==> config.mk <==
export PLATFORM = sky130hd
export DESIGN_NAME = gated_moving_average_stability
export DESIGN_NICKNAME = d
export VERILOG_FILES = /design/src/gmas_pkg.sv /design/src/gated_moving_average_stability.sv /design/src/gmas_ram.sv /design/src/gmas_ctrl.sv /design/src/gmas_dp.sv
export SDC_FILE = /design/constraint.sdc
export NUM_CORES = 1
export LEC_CHECK = 0
export BUFFER_PORTS_ARGS = -buffer_cell sky130_fd_sc_hd__buf_2
export CAP_MARGIN = 20
export CORE_UTILIZATION = 45
export CTS_BUF_LIST = sky130_fd_sc_hd__clkbuf_16
export DETAILED_ROUTE_END_ITERATION = 10
export SYNTH_ARGS = -nofsm -noshare
export SYNTH_HDL_FRONTEND = slang
export SYNTH_SLANG_ARGS = --single-unit
==> constraint.sdc <==
create_clock -name clk -period 10.3 [get_ports clk]
set_input_delay 1.545 -clock clk [delete_from_list [all_inputs] [get_ports clk]]
set_output_delay 1.545 -clock clk [all_outputs]
set_load 0.01 [all_outputs]
==> src/gmas_pkg.sv <==
`timescale 1ns / 1ps
`default_nettype none
// shared types, constants and register map of the gated moving average block
// used by the top level, gmas_ctrl and gmas_dp; depends on nothing

package gmas_pkg;

  // default window depth and field widths
  localparam int WINDOW_DEF = 16;
  localparam int SAMPLE_W   = 16;
  localparam int COUNT_W    = 14;
  localparam int THR_W      = 13;
  localparam int LIMIT_W    = 16;

  // one quotient bit per divider step
  localparam int DIV_STEPS  = SAMPLE_W;

  // settle counter fold-back
  localparam logic [COUNT_W-1:0] FOLD_ABOVE = COUNT_W'(10000);
  localparam logic [COUNT_W-1:0] FOLD_TO    = COUNT_W'(5000);

  // register reset values
  localparam logic [LIMIT_W-1:0] CHANGE_LIMIT_RST = LIMIT_W'(500);
  localparam logic [THR_W-1:0]   SETTLE_CAL_RST   = THR_W'(100);
  localparam logic [THR_W-1:0]   SETTLE_NORM_RST  = THR_W'(20);

  // register map
  localparam int CFG_ADDR_W = 4;
  localparam int CFG_DATA_W = 32;
  localparam int REG_IDX_W  = 2;
  localparam logic [REG_IDX_W-1:0] REG_CAL_MODE     = 2'd0;
  localparam logic [REG_IDX_W-1:0] REG_CHANGE_LIMIT = 2'd1;
  localparam logic [REG_IDX_W-1:0] REG_SETTLE_CAL   = 2'd2;
  localparam logic [REG_IDX_W-1:0] REG_SETTLE_NORM  = 2'd3;

  typedef enum logic [2:0] {
    S_IDLE,
    S_READ,
    S_UPDATE,
    S_DIVIDE,
    S_FINISH
  } state_t;

  // controller to datapath
  typedef struct packed {
    logic capture;   // take the input item
    logic update;    // write ring, update sum, load divider
    logic div_step;  // one restoring division step
    logic finish;    // settle logic, load the result item
  } cmd_t;

  // datapath to controller
  typedef struct packed {
    logic out_free;  // result register can take a new item
  } sts_t;

  // configuration register set
  typedef struct packed {
    logic               cal_mode;
    logic [LIMIT_W-1:0] change_limit;
    logic [THR_W-1:0]   settle_cal;
    logic [THR_W-1:0]   settle_norm;
  } cfg_t;

endpackage

`default_nettype wire

==> src/gated_moving_average_stability.sv <==
`timescale 1ns / 1ps
`default_nettype none
// top level of the gated moving average with settle detection
// holds the configuration registers; depends on gmas_pkg, gmas_ctrl, gmas_dp, gmas_ram
// usage
//   input channel (in_valid / in_ready): a 16-bit sample and an average_ok flag;
//   a flag of 0 restarts the window and the raw sample passes through, a flag
//   of 1 adds the sample to a ring of WINDOW entries
//   result channel (out_valid / out_ready): filtered value, stable flag and
//   settle count, one result item for every input item, in order
//   configuration port: apb-style, registers at byte addresses 0, 4, 8, 12
//   (cal_mode, change_limit, settle_count_cal, settle_count_normal); write
//   only while no item is in flight
// timing
//   an averaged item passes through acceptance, a ring read, a sum update,
//   16 divider steps (one quotient bit a cycle) and the settle cycle; a
//   pass-through item goes from acceptance straight to the settle cycle;
//   the result is valid the cycle after the settle cycle
// reset
//   rst_n low clears ring position, fill state, sum, settle count and stable
//   flag and loads the register reset values; ring contents are never read
//   before being written
// stalls
//   a waiting result sits in the output register; the next item is still
//   taken and worked on, and is held at the settle cycle until out_ready

module gated_moving_average_stability #(
  parameter int WINDOW = gmas_pkg::WINDOW_DEF
) (
  input  wire logic                                clk,
  input  wire logic                                rst_n,
  // input channel
  input  wire logic                                in_valid,
  output logic                                     in_ready,
  input  wire logic [gmas_pkg::SAMPLE_W-1:0]       in_sample,
  input  wire logic                                in_average_ok,
  // result channel
  output logic                                     out_valid,
  input  wire logic                                out_ready,
  output logic      [gmas_pkg::SAMPLE_W-1:0]       out_filtered,
  output logic                                     out_stable,
  output logic      [gmas_pkg::COUNT_W-1:0]        out_settle_count,
  // configuration port
  input  wire logic                                cfg_psel,
  input  wire logic                                cfg_penable,
  input  wire logic                                cfg_pwrite,
  input  wire logic [gmas_pkg::CFG_ADDR_W-1:0]     cfg_paddr,
  input  wire logic [gmas_pkg::CFG_DATA_W-1:0]     cfg_pwdata,
  output logic      [gmas_pkg::CFG_DATA_W-1:0]     cfg_prdata,
  output logic                                     cfg_pready
);

  // configuration registers
  logic                             cal_mode_r;
  logic [gmas_pkg::LIMIT_W-1:0]     change_limit_r;
  logic [gmas_pkg::THR_W-1:0]       settle_cal_r;
  logic [gmas_pkg::THR_W-1:0]       settle_norm_r;

  logic                             cfg_wr;
  logic [gmas_pkg::REG_IDX_W-1:0]   reg_idx;

  // register index from the word address, byte lanes ignored
  assign reg_idx    = cfg_paddr[gmas_pkg::CFG_ADDR_W-1:2];
  assign cfg_pready = 1'b1;
  assign cfg_wr     = cfg_psel && cfg_penable && cfg_pwrite && cfg_pready;

  always_ff @(posedge clk) begin
    if (!rst_n) begin
      cal_mode_r     <= 1'b0;
      change_limit_r <= gmas_pkg::CHANGE_LIMIT_RST;
      settle_cal_r   <= gmas_pkg::SETTLE_CAL_RST;
      settle_norm_r  <= gmas_pkg::SETTLE_NORM_RST;
    end else if (cfg_wr) begin
      unique case (reg_idx)
        gmas_pkg::REG_CAL_MODE:     cal_mode_r     <= cfg_pwdata[0];
        gmas_pkg::REG_CHANGE_LIMIT: change_limit_r <= cfg_pwdata[gmas_pkg::LIMIT_W-1:0];
        gmas_pkg::REG_SETTLE_CAL:   settle_cal_r   <= cfg_pwdata[gmas_pkg::THR_W-1:0];
        gmas_pkg::REG_SETTLE_NORM:  settle_norm_r  <= cfg_pwdata[gmas_pkg::THR_W-1:0];
        default: begin
        end
      endcase
    end
  end

  // read-back, zero-extended
  always_comb begin
    unique case (reg_idx)
      gmas_pkg::REG_CAL_MODE:
        cfg_prdata = gmas_pkg::CFG_DATA_W'(cal_mode_r);
      gmas_pkg::REG_CHANGE_LIMIT:
        cfg_prdata = gmas_pkg::CFG_DATA_W'(change_limit_r);
      gmas_pkg::REG_SETTLE_CAL:
        cfg_prdata = gmas_pkg::CFG_DATA_W'(settle_cal_r);
      gmas_pkg::REG_SETTLE_NORM:
        cfg_prdata = gmas_pkg::CFG_DATA_W'(settle_norm_r);
      default:
        cfg_prdata = '0;
    endcase
  end

  gmas_pkg::cfg_t cfg;
  assign cfg.cal_mode     = cal_mode_r;
  assign cfg.change_limit = change_limit_r;
  assign cfg.settle_cal   = settle_cal_r;
  assign cfg.settle_norm  = settle_norm_r;

  // controller and datapath
  gmas_pkg::cmd_t cmd;
  gmas_pkg::sts_t sts;

  gmas_ctrl u_ctrl (
    .clk           (clk),
    .rst_n         (rst_n),
    .in_valid      (in_valid),
    .in_average_ok (in_average_ok),
    .in_ready      (in_ready),
    .sts           (sts),
    .cmd           (cmd)
  );

  gmas_dp #(
    .WINDOW (WINDOW)
  ) u_dp (
    .clk              (clk),
    .rst_n            (rst_n),
    .cmd              (cmd),
    .sts              (sts),
    .cfg              (cfg),
    .in_sample        (in_sample),
    .in_average_ok    (in_average_ok),
    .out_valid        (out_valid),
    .out_ready        (out_ready),
    .out_filtered     (out_filtered),
    .out_stable       (out_stable),
    .out_settle_count (out_settle_count)
  );

endmodule

`default_nettype wire

==> src/gmas_ram.sv <==
`timescale 1ns / 1ps
`default_nettype none
// generic single-port ram with registered read
// no dependencies

module gmas_ram #(
  parameter int WIDTH = 16,
  parameter int DEPTH = 16
) (
  input  wire logic                     clk,
  input  wire logic                     we,
  input  wire logic [$clog2(DEPTH)-1:0] addr,
  input  wire logic [WIDTH-1:0]         wdata,
  output logic      [WIDTH-1:0]         rdata
);

  logic [WIDTH-1:0] mem_r [DEPTH];
  logic [WIDTH-1:0] rdata_r;

  always_ff @(posedge clk) begin
    if (we) begin
      mem_r[addr] <= wdata;
    end
    rdata_r <= mem_r[addr];
  end

  assign rdata = rdata_r;

endmodule

`default_nettype wire

==> src/gmas_ctrl.sv <==
`timescale 1ns / 1ps
`default_nettype none
// controller state machine: input handshake and sequencing of the datapath
// depends on gmas_pkg

module gmas_ctrl (
  input  wire logic          clk,
  input  wire logic          rst_n,
  input  wire logic          in_valid,
  input  wire logic          in_average_ok,
  output logic               in_ready,
  input  wire gmas_pkg::sts_t sts,
  output gmas_pkg::cmd_t     cmd
);

  localparam int CNT_W = $clog2(gmas_pkg::DIV_STEPS);
  localparam logic [CNT_W-1:0] LAST_STEP = CNT_W'(gmas_pkg::DIV_STEPS - 1);

  gmas_pkg::state_t state_r, state_nxt;
  logic [CNT_W-1:0] step_r, step_nxt;

  always_ff @(posedge clk) begin
    if (!rst_n) begin
      state_r <= gmas_pkg::S_IDLE;
      step_r  <= '0;
    end else begin
      state_r <= state_nxt;
      step_r  <= step_nxt;
    end
  end

  // next state
  always_comb begin
    state_nxt = state_r;
    step_nxt  = step_r;
    unique case (state_r)
      gmas_pkg::S_IDLE: begin
        if (in_valid) begin
          state_nxt = in_average_ok ? gmas_pkg::S_READ : gmas_pkg::S_FINISH;
        end
      end
      gmas_pkg::S_READ: begin
        state_nxt = gmas_pkg::S_UPDATE;
      end
      gmas_pkg::S_UPDATE: begin
        state_nxt = gmas_pkg::S_DIVIDE;
        step_nxt  = '0;
      end
      gmas_pkg::S_DIVIDE: begin
        step_nxt = step_r + 1'b1;
        if (step_r == LAST_STEP) begin
          state_nxt = gmas_pkg::S_FINISH;
        end
      end
      gmas_pkg::S_FINISH: begin
        if (sts.out_free) begin
          state_nxt = gmas_pkg::S_IDLE;
        end
      end
      default: begin
        state_nxt = gmas_pkg::S_IDLE;
      end
    endcase
  end

  // outputs
  always_comb begin
    cmd      = '0;
    in_ready = 1'b0;
    unique case (state_r)
      gmas_pkg::S_IDLE: begin
        in_ready    = 1'b1;
        cmd.capture = in_valid;
      end
      gmas_pkg::S_READ: begin
        // ring output settles on the entry about to be replaced
        cmd = '0;
      end
      gmas_pkg::S_UPDATE: begin
        cmd.update = 1'b1;
      end
      gmas_pkg::S_DIVIDE: begin
        cmd.div_step = 1'b1;
      end
      gmas_pkg::S_FINISH: begin
        cmd.finish = sts.out_free;
      end
      default: begin
        cmd = '0;
      end
    endcase
  end

  a_one_item: assert property (@(posedge clk) disable iff (!rst_n)
    (in_valid && in_ready) |=> !in_ready)
    else $error("second item taken while one is in flight");

  a_finish_free: assert property (@(posedge clk) disable iff (!rst_n)
    cmd.finish |-> (sts.out_free && state_r == gmas_pkg::S_FINISH))
    else $error("result loaded into an occupied output register");

  a_divide_count: assert property (@(posedge clk) disable iff (!rst_n)
    (state_r == gmas_pkg::S_UPDATE) |=> (state_r == gmas_pkg::S_DIVIDE && step_r == '0))
    else $error("divider not started from its first step");

endmodule

`default_nettype wire

==> src/gmas_dp.sv <==
`timescale 1ns / 1ps
`default_nettype none
// datapath: window ring, running sum, bit-serial divider, settle logic, result register
// depends on gmas_pkg and gmas_ram

module gmas_dp #(
  parameter int WINDOW = gmas_pkg::WINDOW_DEF
) (
  input  wire logic                             clk,
  input  wire logic                             rst_n,
  input  wire gmas_pkg::cmd_t                   cmd,
  output gmas_pkg::sts_t                        sts,
  input  wire gmas_pkg::cfg_t                   cfg,
  input  wire logic [gmas_pkg::SAMPLE_W-1:0]    in_sample,
  input  wire logic                             in_average_ok,
  output logic                                  out_valid,
  input  wire logic                             out_ready,
  output logic      [gmas_pkg::SAMPLE_W-1:0]    out_filtered,
  output logic                                  out_stable,
  output logic      [gmas_pkg::COUNT_W-1:0]     out_settle_count
);

  localparam int SW_ = gmas_pkg::SAMPLE_W;
  localparam int AW  = $clog2(WINDOW);
  localparam int DW  = $clog2(WINDOW + 1);
  localparam int SUM_W = SW_ + AW;
  localparam int CW  = gmas_pkg::COUNT_W;

  // captured item
  logic [SW_-1:0]   smp_q_r;
  logic             avg_q_r;

  // ring bookkeeping
  logic [AW-1:0]    write_pos_r;
  logic             full_r;
  logic [SUM_W-1:0] sum_r;
  logic [SW_-1:0]   ram_rdata;

  // divider
  logic [DW-1:0]    rem_r, rem_nxt;
  logic [SW_-1:0]   quo_r, quo_nxt;
  logic [DW-1:0]    div_r;

  // settle state, also the result fields
  logic [SW_-1:0]   prev_r;
  logic [CW-1:0]    steady_r;
  logic             stable_r;
  logic             out_valid_r;

  gmas_ram #(
    .WIDTH (SW_),
    .DEPTH (WINDOW)
  ) u_ring (
    .clk   (clk),
    .we    (cmd.update),
    .addr  (write_pos_r),
    .wdata (smp_q_r),
    .rdata (ram_rdata)
  );

  // ring update
  logic [SUM_W-1:0] sum_nxt;
  logic [AW:0]      pos_inc;
  logic             wrap;
  logic             full_nxt;
  logic [DW-1:0]    divisor;

  always_comb begin
    sum_nxt  = sum_r - (full_r ? {{AW{1'b0}}, ram_rdata} : '0) + {{AW{1'b0}}, smp_q_r};
    pos_inc  = {1'b0, write_pos_r} + 1'b1;
    wrap     = (pos_inc == (AW + 1)'(WINDOW));
    full_nxt = full_r | wrap;
    divisor  = full_nxt ? DW'(WINDOW) : DW'(pos_inc);
  end

  // restoring division step, the remainder stays below the divisor
  logic [DW:0] trial;
  logic [DW:0] trial_sub;
  logic        take;

  always_comb begin
    trial     = {rem_r, quo_r[SW_-1]};
    trial_sub = trial - {1'b0, div_r};
    take      = (trial >= {1'b0, div_r});
    rem_nxt   = take ? trial_sub[DW-1:0] : trial[DW-1:0];
    quo_nxt   = {quo_r[SW_-2:0], take};
  end

  // settle logic
  logic [SW_-1:0] filt;
  logic [SW_-1:0] diff;
  logic           jump;
  logic [CW-1:0]  cnt_inc;
  logic [CW-1:0]  cnt_fold;
  logic [gmas_pkg::THR_W-1:0] thr;
  logic [CW-1:0]  steady_nxt;
  logic           stable_nxt;

  always_comb begin
    filt     = avg_q_r ? quo_r : smp_q_r;
    diff     = (filt >= prev_r) ? (filt - prev_r) : (prev_r - filt);
    jump     = (diff > cfg.change_limit);
    cnt_inc  = steady_r + 1'b1;
    cnt_fold = (cnt_inc > gmas_pkg::FOLD_ABOVE) ? gmas_pkg::FOLD_TO : cnt_inc;
    thr      = cfg.cal_mode ? cfg.settle_cal : cfg.settle_norm;
    if (jump) begin
      steady_nxt = '0;
      stable_nxt = 1'b0;
    end else begin
      steady_nxt = cnt_fold;
      stable_nxt = stable_r | (cnt_fold > CW'(thr));
    end
  end

  assign sts.out_free = !out_valid_r || out_ready;

  // payload registers
  always_ff @(posedge clk) begin
    if (cmd.capture) begin
      smp_q_r <= in_sample;
      avg_q_r <= in_average_ok;
    end
    if (cmd.update) begin
      rem_r <= DW'(sum_nxt[SUM_W-1:SW_]);
      quo_r <= sum_nxt[SW_-1:0];
      div_r <= divisor;
    end else if (cmd.div_step) begin
      rem_r <= rem_nxt;
      quo_r <= quo_nxt;
    end
  end

  // control state
  always_ff @(posedge clk) begin
    if (!rst_n) begin
      write_pos_r <= '0;
      full_r      <= 1'b0;
      sum_r       <= '0;
      prev_r      <= '0;
      steady_r    <= '0;
      stable_r    <= 1'b0;
      out_valid_r <= 1'b0;
    end else begin
      if (cmd.capture && !in_average_ok) begin
        write_pos_r <= '0;
        full_r      <= 1'b0;
        sum_r       <= '0;
      end else if (cmd.update) begin
        write_pos_r <= wrap ? '0 : pos_inc[AW-1:0];
        full_r      <= full_nxt;
        sum_r       <= sum_nxt;
      end
      if (cmd.finish) begin
        prev_r      <= filt;
        steady_r    <= steady_nxt;
        stable_r    <= stable_nxt;
        out_valid_r <= 1'b1;
      end else if (out_ready) begin
        out_valid_r <= 1'b0;
      end
    end
  end

  assign out_valid        = out_valid_r;
  assign out_filtered     = prev_r;
  assign out_stable       = stable_r;
  assign out_settle_count = steady_r;

  a_pos_range: assert property (@(posedge clk) disable iff (!rst_n)
    write_pos_r < AW'(WINDOW - 1) || write_pos_r == AW'(WINDOW - 1))
    else $error("ring position beyond the window");

  a_count_range: assert property (@(posedge clk) disable iff (!rst_n)
    steady_r <= gmas_pkg::FOLD_ABOVE)
    else $error("settle count above the fold limit");

  a_stable_count: assert property (@(posedge clk) disable iff (!rst_n)
    stable_r |-> steady_r != '0)
    else $error("stable flag with an empty settle count");

endmodule

`default_nettype wire
Word-level counts from Yosys, hierarchy flattened. Memories as Yosys holds them, arrays and structs flattened. A register that Yosys moved wholly into a read port is not among the register bits. Cells that the tools add are included.

$lt $le $gt $ge: 5. Multiplexer cells: 29. Reduce and logical (&&, ||, !) cells: 17. Add/subtract/negate cells: 8. Eq/ne operators: 12. Bitwise operators: 3.

Operators with widths (number): 32-bit case mux with 4 select lines (1); 16-bit 2-to-1 mux (5); 16-bit subtractor (2); 14-bit 2-to-1 mux (2); 20-bit by 16-bit adder with 20-bit output (1); 20-bit subtractor (1); 16-bit >= comparator (1); 16-bit > comparator (1); 3-bit case mux with 5 select lines (1); 14-bit by 1-bit adder with 14-bit output, second input constant (1); 14-bit by 13-bit > comparator with 1-bit output (1); 14-bit > comparator, second input constant (1); 13-bit 2-to-1 mux (1); 3-bit 2-to-1 mux (4); 4-bit 2-to-1 mux (3); 1-bit 2-to-1 mux (10); 4-bit case mux with 2 select lines (1); 2-bit AND reduction (4); 3-bit by 2-bit equality test with 1-bit output, second input constant (2); 6-bit by 5-bit >= comparator with 1-bit output (1); 2-bit nonzero test (3); 4-bit by 1-bit adder with 5-bit output, second input constant (1); 5-bit equality test, second input constant (1); 5-bit 2-to-1 mux (1); other kinds (18) (24).

Bits of input ports: 60. Memories kept: 1. Word-level logic and storage cells: 94. Memory bits (writable): 256. Register bits after elaboration: 150.

Memory list: u_dp.u_ring.mem_r (depth 16, bits a word 16, rd ports 1, clocked after memory_dff 1, wr ports 1, RTL line gmas_ram.sv:17) `logic [WIDTH-1:0] mem_r [DEPTH];`.

Longest topological paths before layout. Gate-level depths: netlist (run 1).

Word-level depth: 6. Mapped depth: 25. Gate-level depth less buffers: 22.

Modules after synthesis. A second synthesis (run 1) with hierarchy kept.

Cells, all modules: 1744. Area total of the unflattened synthesis: 21393.0 um^2.

By module, submodules not included: gmas_ram (sequential area each 8007.7 um^2, instances 1, cells each 434, area an instance 10090.9 um^2); gmas_dp (sequential area each 2422.3 um^2, instances 1, cells each 1034, area an instance 8727.1 um^2); gated_moving_average_stability (sequential area each 860.8 um^2, instances 1, cells each 229, area an instance 2164.6 um^2); gmas_ctrl (sequential area each 140.1 um^2, instances 1, cells each 47, area an instance 410.4 um^2).

Worst setup path after synthesis (run 1). No wires, ideal clock.

Kind: register -> register. From: reg u_dp.avg_q_r. To: reg u_dp.steady_r[10], in the netlist u_dp.out_settle_count[10]. Setup slack: 5053 ps. Buffers on the path: 4. Setup time: 59 ps. Stages on the path, launching flop included: 24. Arrival: 5187 ps. Clock period less this slack: 5247 ps. Data required time: 10241 ps. Path through: edfxtp_1 clkbuf_1 clkbuf_1 mux2i_1 inv_1 ha_1 buf_2 nand2_1 o21ai_1 a22oi_2 a21o_4 a2111oi_2 a311o_2 nor2b_4 o221ai_2 xor2_1 ha_1 nand4_1 or2_2 o32a_1 nor2_1 and2_1 buf_1 a22o_1.

Longest elaborated chain between the ends: 5. Elaborated cells between the ends (all ways): 7. Those cells by class: add/sub: 2; order compare: 2; mux: 3.

Ends and longest elaborated chain: start, declared (RTL line gmas_dp.sv:31) `logic avg_q_r;`; start signal, assigned (RTL line gmas_dp.sv:121) `avg_q_r <= in_average_ok;`; 16-bit 2-to-1 mux * (RTL line gmas_dp.sv:100) `filt = avg_q_r ? quo_r : smp_q_r;`; via u_dp.filt[7] (RTL line gmas_dp.sv:90) `logic [SW_-1:0] filt;`; 16-bit subtractor / 16-bit >= comparator (equally long branches) (RTL line gmas_dp.sv:101) `diff = (filt >= prev_r) ? (filt - prev_r) : (prev_r - filt);`; 16-bit 2-to-1 mux * (RTL line gmas_dp.sv:101); 16-bit > comparator * (RTL line gmas_dp.sv:102) `jump = (diff > cfg.change_limit);`; 14-bit 2-to-1 mux * (RTL line gmas_dp.sv:106) `if (jump) begin`; end signal, assigned (RTL line gmas_dp.sv:155) `steady_r <= steady_nxt;`; end, declared (RTL line gmas_dp.sv:46) `logic [CW-1:0] steady_r;`.

Mark *: on every way through the listed nets, which the timed path passes. The rest lies on a longest branch. A chain may end at the register's enable or synchronous reset.

Worst setup path in the final report (run 1).
From: reg u_dp.smp_q_r[9]. To: reg u_dp.steady_r[1], in the netlist u_dp.out_settle_count[1].

Longest elaborated chain between the ends: 5. Elaborated cells between the ends (all ways): 7. Those cells by class: add/sub: 2; order compare: 2; mux: 3.

Ends and longest elaborated chain: start, declared (RTL line gmas_dp.sv:30) `logic [SW_-1:0] smp_q_r;`; start signal, assigned (RTL line gmas_dp.sv:120) `smp_q_r <= in_sample;`; 16-bit 2-to-1 mux * (RTL line gmas_dp.sv:100); via u_dp.filt[9] (RTL line gmas_dp.sv:90); 16-bit subtractor / 16-bit >= comparator (equally long branches) (RTL line gmas_dp.sv:101); 16-bit 2-to-1 mux * (RTL line gmas_dp.sv:101); 16-bit > comparator * (RTL line gmas_dp.sv:102); 14-bit 2-to-1 mux * (RTL line gmas_dp.sv:106).

Marks and branches as above.

==> results of run 1 <==
[stage by stage]
| step | instances | instance area (µm²) | hold WS [ns] | utilization | power, W |
|---|---|---|---|---|---|
| after floorplan | 1694 | 20900 | 0.426 | - | 0.00250 |
| after global placement | 2310 | 21900 | 0.440 | 0.481 | 0.00267 |
| after detailed placement | 2311 | 21900 | 0.449 | 0.482 | 0.00269 |
| after CTS | 2397 | 23500 | 0.456 | 0.517 | 0.00444 |
| after global routing | 2399 | 23500 | 0.473 | 0.518 | 0.00459 |
| final | 2399 | 23500 | 0.453 | 0.518 | 0.00439 |
[power groups by stage]
stage,Clock [W],Sequential (W),Combinational [W]
floorplan,0,0.00195,0.000552
global placement,0,0.00197,0.000698
detailed placement,0,0.00197,0.000714
CTS,0.00179,0.00194,0.000717
global route,0.00185,0.00194,0.000795
finish,0.00175,0.00193,0.000709
[routing by layer]
layer / part of all wire / track usage / wire [µm] / vias up
met3: 0.043 / 0.0253 / 2010 / 66
met4: 0.024 / 0.0690 / 1110 / 0
li1: - / - / - / 6218
met1: 0.45 / 0.269 / 20900 / 6431
met2: 0.49 / 0.340 / 22800 / 293
met5: 0 / 0 / 0 / -
[worst min-delay path by stage]
stage | depth (start not counted) | slack, ns | endpoint | from
after floorplan | 2 | 0.43 | u_dp.rem_r[4]$_SDFFE_PP0P_ | u_dp.rem_r[4]$_SDFFE_PP0P_
after global routing | 2 | 0.47 | u_dp.sum_r[11]$_SDFFE_PP0P_ | u_dp.sum_r[11]$_SDFFE_PP0P_
after CTS | 2 | 0.46 | u_dp.sum_r[11]$_SDFFE_PP0P_ | u_dp.sum_r[11]$_SDFFE_PP0P_
final | 2 | 0.45 | u_dp.sum_r[11]$_SDFFE_PP0P_ | u_dp.sum_r[11]$_SDFFE_PP0P_
after global placement | 2 | 0.44 | u_dp.rem_r[4]$_SDFFE_PP0P_ | u_dp.rem_r[4]$_SDFFE_PP0P_
after detailed placement | 2 | 0.45 | u_dp.sum_r[11]$_SDFFE_PP0P_ | u_dp.sum_r[11]$_SDFFE_PP0P_
[worst min-delay path: stages, from the launching register on]
cell and delay (ns):
dfxtp_1 0.30, nand2_1 0.05, a21oi_1 0.05
[state kept, by name, indices dropped and copies added, names as in the netlist]
signal                 cells
u_dp.quo_r                16
u_dp.full_r                1
u_dp.out_settle_count     14
u_dp.sum_r                20
u_ctrl.step_r              4
u_dp.smp_q_r              16
u_dp.div_r                 5
change_limit_r            16
u_dp.u_ring.rdata         16
u_ctrl.state_r             3
settle_norm_r             13
settle_cal_r              13
u_dp.avg_q_r               1
u_dp.out_filtered         16
u_dp.out_stable            1
cal_mode_r                 1
u_dp.write_pos_r           4
u_dp.u_ring.mem_r        256
u_dp.out_valid             1
u_dp.rem_r                 5
[layout make-up]
type,instances,area (µm²)
clock buffer,47,1180
clock inverter,39,448
fill,3925,21900
inverter,135,507
multi-input combinational,1038,8540
sequential,422,11400
tap,600,751
timing repair buffer,118,684
[kinds of logic (layout without fill, tap and decap cells)]
group	after synthesis	after routing	synth area share
compound gates	286	286	0.0973
xor+xnor	46	46	0.0200
fa+ha+maj	111	111	0.0735
buf+inv	234	339	0.0464
flops	422	422	0.549
mux	134	134	0.114
other cells	2	17	0.000361
simple gates	444	444	0.0995
[Yosys cell counts (5+ instances only)]
library cell	n
buf_1	11
edfxtp_1	298
nor2b_1	20
xor2_1	18
a31oi_1	10
nor2_1	78
nand3_1	34
and3_1	7
nand2_1	210
fa_1	19
o211ai_1	12
nand2b_1	10
clkbuf_1	59
mux4_2	81
buf_2	8
mux2i_1	38
o21ai_1	5
a22o_1	21
inv_1	134
nand4_1	10
mux2_2	15
a21oi_1	67
and2_1	25
a22oi_1	5
buf_4	21
dfxtp_1	124
o21ai_0	32
a21boi_0	38
o211a_1	17
nor3_1	16
o21a_1	10
xnor2_1	27
ha_1	92
a211oi_1	10
a21o_1	26
==> results.tsv, run 1 <==
stage	metric	value	unit
status	outcome	completed	
synth	Yosys cell types	80	
grt	gr usage total	0.202	
timing	clock skew	0.0216	ns
route	WL per Instance	19.5	µm
timing	fmax	165	MHz
timing	crit path time final	6.05	ns
clock_tree	CTS sink count	422	
critical_path	crit-path cells	mux2i_1 -> inv_1 -> ha_1 -> nand4_1 -> nor3_2 -> a22oi_2 -> a21oi_2 -> mux2i_1 -> nor4_1 -> o22ai_1 -> a31oi_1 -> xnor2_1 -> ha_1 -> a21o_1 -> a21o_1 -> a21oi_1 -> o21ai_0 -> o32a_1 -> nor2_1 -> and2_1 -> a22o_1	
critical_path	CP bufs+invs	1	
placed_design	port bufs	90	
synth	synthesized flop and latch total	422	
clock_tree	clock-pin transition on the worst setup and hold timing paths	0.06	ns
floorplan	die area	47100	µm²
timing	setup TNS	0	ns
clock_tree	CTS buffer count	46	
floorplan	Die X	217	µm
timing	fin crit share	0.587	
placed_design	gp weighted congestion	0.849	
route	Vias	13000	
clock_tree	PostCTS Resize Cnt	0	
grt	first-pass GRT wire length	72.9	mm
synth	post-synth top area share	0.430	
final_layout	P&R area growth vs syn	13.0	%
clock_tree	# hold bufs at CTS	0	
synth	Top FF cell, synth	edfxtp_1	
min_path	Min-Delay Path Class	flop to flop	
critical_path	Worst setup endpoint	u_dp.out_settle_count[1]$_SDFFE_PN0P_	
timing	RSZ-0062 raised after global routing	false	
route	number of routed nets with antenna violations	0	
critical_path	origin of the critical flop-to-flop path	u_dp.smp_q_r[9]$_DFFE_PP_	
route	DRC errors left	0	
clock_tree	Clk Latency, worst-skew pair	0.59	ns
grt	vias in the first global route	12900	
critical_path	CP startpoint	u_dp.smp_q_r[9]$_DFFE_PP_	
critical_path	critical path launch point type	flop	
power	Sw Share	0.263	
timing	count of final setup violators	0	
power	switching power	0.00116	W
flow_run	Max Cap Viol	0	
power	Logic pwr share	0.161	
clock_tree	H-tree levels	2	
critical_path	CP peak stage delay	0.66	ns
synth	number of synthesized flops with an enable pin	298	
power	Leak Pwr	8.97	nW
power	Clk network pwr share	0.398	
timing	Rel. slew slack	0.294	
timing	fin. max-slew vios	0	
synth	sequential cell area fraction in the yosys report	0.549	
route	Via density	5.42	
placed_design	pre-CTS setup slack	4.24	ns
grt	total gr overflow	0	
timing	Final Hold Viols	0	
floorplan	Die Y-Extent	217	µm
timing	final setup margin	4.25	ns
synth	asr flop ratio synth	0	
critical_path	CP Max Fanout	18	
power	Internal	0.00324	W
final_layout	most common cell after layout, fill and taps aside	edfxtp_1	
floorplan	# IOs	126	
floorplan	Rows	78	
final_layout	layout cells sized above 1	0.185	
power	Flop pwr share	0.440	
power	VDD IR-drop max	0.150	mV
clock_tree	CTS tree	built	
critical_path	worst r2r path cells	21	
synth	Synth area leader	edfxtp_1	
critical_path	Crit Path Class	flop to flop	
power	PD cells	187	nW/µm²
route	DR pass1 iterations	5	
grt	initial antenna violation count	0	
synth	total number of yosys warnings	0	
final_layout	commonest cells after routing, fill and taps aside	298 x edfxtp_1, 210 x nand2_1, 143 x inv_1, 121 x dfxtp_1, 92 x ha_1	
synth	Mapped Avg Cell Area	12.4	µm²
timing	worst slew pin tran	1.06	ns
synth	number of cells produced by synthesis	1679	
grt	largest net degree at the start of global routing	82	
placed_design	DPL Wire Length	31.4	mm
final_layout	ANT cells	0	
critical_path	cell depth of the worst setup path	21	
critical_path	reg2reg setup slack	4.25	ns
synth	top cells by area, synth	edfxtp_1 43%, dfxtp_1 12%, mux4_2 8.8%, ha_1 5.5%, nand2_1 3.8%	
floorplan	Core Region	45500	µm²
critical_path	CP endpoint kind	flop	
clock_tree	Setup Buffers After CTS	0	
clock_tree	clock root buffer	clkbuf_16	
synth	Mapped Area	20800	µm²
critical_path	slowest CP cell	a21oi_2	
critical_path	Worst Path Arrival	6.58	ns
critical_path	reg-to-reg endpoint	u_dp.out_settle_count[1]$_SDFFE_PN0P_	
route	first-iteration detailed-routing DRC count	780	
critical_path	Crit path max-delay family	compound AO/OA/AOI/OAI gates	
route	Total Routed Length	46.8	mm
floorplan	initial core utilization	0.458	
clock_tree	clock buffer depth	3	
final_layout	# nets final	1932	
critical_path	CP Data Required Time	10.83	ns
(Power assumes the default switching activity.)
==> run 2, diff against run 1 <==
Clock period 10.3 ns to 5.95 ns, I/O delays scaled along.
==> run 2 against run 1 <==
Net effect:
- largest power group unchanged
- register-to-register slack worse by 3.9 ns
- sequential power grew 73%
- sequential cell count is the same
- fmax increased by 8.8%
- first-iteration DRC count is 5.1% lower
- setup slack worse by 3.9 ns
- largest cell class unchanged
==> results.tsv, run 2 (synthesis gave the netlist of run 1 again) <==
stage	metric	value	unit	change
status	outcome	completed		
clock_tree	Clk Latency, worst-skew pair	0.60	ns	about the same
grt	vias in the first global route	13200		+2.4%
clock_tree	CTS sink count	422		unchanged
clock_tree	clock root buffer	clkbuf_16		
placed_design	gp weighted congestion	0.863		+1.6%
route	first-iteration detailed-routing DRC count	740		-5.1%
placed_design	DPL Wire Length	32.9	mm	+4.7%
timing	fin crit share	0.934		+0.347
flow_run	Max Cap Viol	0		unchanged
timing	worst slew pin tran	1.04	ns	-0.0209 ns
floorplan	Die X	217	µm	unchanged
floorplan	Rows	78		unchanged
critical_path	CP startpoint	u_dp.avg_q_r$_DFFE_PP_		
grt	largest net degree at the start of global routing	82		unchanged
critical_path	Worst Path Arrival	6.08	ns	-0.50 ns
clock_tree	clock buffer depth	3		unchanged
route	DR pass1 iterations	5		unchanged
clock_tree	H-tree levels	2		unchanged
clock_tree	CTS buffer count	47		+2.2%
final_layout	max reg flops	256		unchanged
floorplan	Die Y-Extent	217	µm	unchanged
floorplan	Core Region	45500	µm²	unchanged
critical_path	reg2reg setup slack	0.39	ns	-3.86 ns
floorplan	# IOs	126		unchanged
route	Via density	5.48		+1.1%
final_layout	post-route cell area	23600	µm²	+0.23%
final_layout	Largest regs	u_dp.u_ring.mem_r (256), u_dp.sum_r (20)		
critical_path	CP endpoint kind	flop		
final_layout	most common cell after layout, fill and taps aside	edfxtp_1		
clock_tree	# hold bufs at CTS	0		unchanged
critical_path	reg-to-reg endpoint	u_dp.out_settle_count[5]$_SDFFE_PN0P_		
power	Leak Pwr	9.03	nW	+0.58%
final_layout	P&R area growth vs syn	13.3	%	
timing	fmax	180	MHz	+8.8%
clock_tree	clock-pin transition on the worst setup and hold timing paths	0.06	ns	about the same
route	DRC errors left	0		unchanged
power	Pwr Total	0.00743	W	+69%
grt	first-pass GRT wire length	75.2	mm	+3.2%
floorplan	initial core utilization	0.458		unchanged
grt	gr usage total	0.208		+0.00641
route	Vias	13300		+2.1%
route	Total Routed Length	48.6	mm	+3.7%
timing	final setup margin	0.391	ns	-3.86 ns
timing	Final Hold Viols	0		unchanged
final_layout	# nets final	1954		+1.1%
critical_path	crit-path cells	buf_12 -> mux2i_1 -> inv_1 -> ha_1 -> nand2_1 -> o21ai_1 -> nor2_4 -> a211oi_1 -> a211oi_1 -> nor4_1 -> o22ai_1 -> a31oi_1 -> xnor2_1 -> ha_1 -> a21o_1 -> a21o_1 -> a21oi_1 -> o21ai_0 -> o32a_1 -> nor3_4 -> a31oi_1 -> a31oi_1		
final_layout	ANT cells	0		unchanged
final_layout	commonest cells after routing, fill and taps aside	298 x edfxtp_1, 210 x nand2_1, 139 x inv_1, 121 x dfxtp_1, 92 x ha_1		
timing	fin. max-slew vios	0		unchanged
critical_path	CP Max Fanout	17		-1
critical_path	slowest CP cell	ha_1		
min_path	WHS Endpoint	u_dp.sum_r[5]$_SDFFE_PP0P_		
placed_design	pre-CTS setup slack	0.279	ns	-3.97 ns
placed_design	port bufs	90		unchanged
critical_path	CP peak stage delay	0.49	ns	-0.17 ns
timing	RSZ-0062 raised after global routing	false		
min_path	Min-Delay Path Class	flop to flop		
timing	clock skew	0.0606	ns	+0.0389 ns
critical_path	Crit Path Class	flop to flop		
final_layout	number of fill cells in the layout	3985		+1.5%
critical_path	CP Data Required Time	6.47	ns	-4.36 ns
grt	initial antenna violation count	0		unchanged
route	WL per Instance	20.1	µm	+2.8%
floorplan	die area	47100	µm²	unchanged
timing	crit path time final	5.56	ns	-0.491 ns
power	VDD IR-drop max	0.284	mV	+90%
grt	total gr overflow	0		unchanged
min_path	Worst Hold Launch	u_dp.sum_r[5]$_SDFFE_PP0P_		
final_layout	layout cells sized above 1	0.197		+0.0120
timing	Rel. slew slack	0.307		+0.0140
critical_path	critical path launch point type	flop		
power	PD cells	315	nW/µm²	+69%
final_layout	Most flops, register	u_dp.u_ring.mem_r		
critical_path	most frequent cell on the critical path	a31oi_1		
route	number of routed nets with antenna violations	0		unchanged
final_layout	Finished Core Util	0.519		+0.00118
clock_tree	CTS tree	built		
critical_path	worst r2r path cells	22		+4.8%
min_path	Hold Path Stages	2		unchanged
critical_path	origin of the critical flop-to-flop path	u_dp.avg_q_r$_DFFE_PP_		
timing	setup TNS	0	ns	unchanged
placed_design	post-place instance area	22000	µm²	+0.62%
timing	count of final setup violators	0		unchanged
## run 2: per-layer routing
metal / vias up / wire (µm) / share of wire / global-route usage
li1: 6261 / - / - / -
met1: 6649 / 21500 / 0.44 / 0.274
met2: 307 / 23900 / 0.49 / 0.355
met3: 59 / 2150 / 0.044 / 0.0327
met4: 0 / 1030 / 0.021 / 0.0606
met5: - / 0 / 0 / 0
## run 2: how the worst max path moves through the flow
stage | slack [ns] | end | depth (start not counted)
floorplan | 0.70 | u_dp.out_settle_count[10]$_SDFFE_PN0P_ | 23
global placement | 0.39 | u_dp.out_settle_count[1]$_SDFFE_PN0P_ | 22
detailed placement | 0.28 | u_dp.out_settle_count[7]$_SDFFE_PN0P_ | 21
CTS | 0.28 | u_dp.out_settle_count[1]$_SDFFE_PN0P_ | 21
global route | 0.03 | u_dp.out_settle_count[5]$_SDFFE_PN0P_ | 22
finish | 0.39 | u_dp.out_settle_count[5]$_SDFFE_PN0P_ | 22
## run 2: through the flow
| stage | instances | hold slack, ns |
|---|---|---|
| floorplan | 1694 | 0.426 |
| global placement | 2330 | 0.443 |
| detailed placement | 2330 | 0.452 |
| CTS | 2417 | 0.435 |
| global route | 2421 | 0.452 |
| finish | 2421 | 0.457 |
## run 2: critical path, delay by kind of cell, from the launching register on
family / cells / cell delay, ns
DFF: 1 / 0.37
buffers and inverters: 2 / 0.26
muxes: 1 / 0.33
adders and majority gates: 2 / 0.77
xor gates and xnor gates: 1 / 0.18
AOI/OAI and AO/OA: 12 / 2.60
and+or+nand+nor: 4 / 0.91
## run 2: power breakdown
| group | switching [W] | leakage, nW | total (W) | internal (W) |
|---|---|---|---|---|
| clock network | 0.00121 | 0.767 | 0.00282 | 0.00161 |
| registers | 0.0000750 | 3.70 | 0.00333 | 0.00325 |
| logic | 0.000747 | 4.56 | 0.00128 | 0.000535 |
## run 2: cell type report
class                      instances  area (µm²)  share of cell area
multi-input combinational       1038        8540               0.362
clock inverter                    39         313              0.0133
clock buffer                      48        1200              0.0509
inverter                         135         507              0.0215
sequential                       422       11400               0.485
timing repair buffer             139         847              0.0359
tap                              600         751              0.0318
## run 2: repair_timing
item / in CTS / in global routing
hold endpoints to repair: 0 / 0
gates resized for setup: 0 / 2
setup endpoints to repair: 0 / 10
buffers inserted: 0 / 2
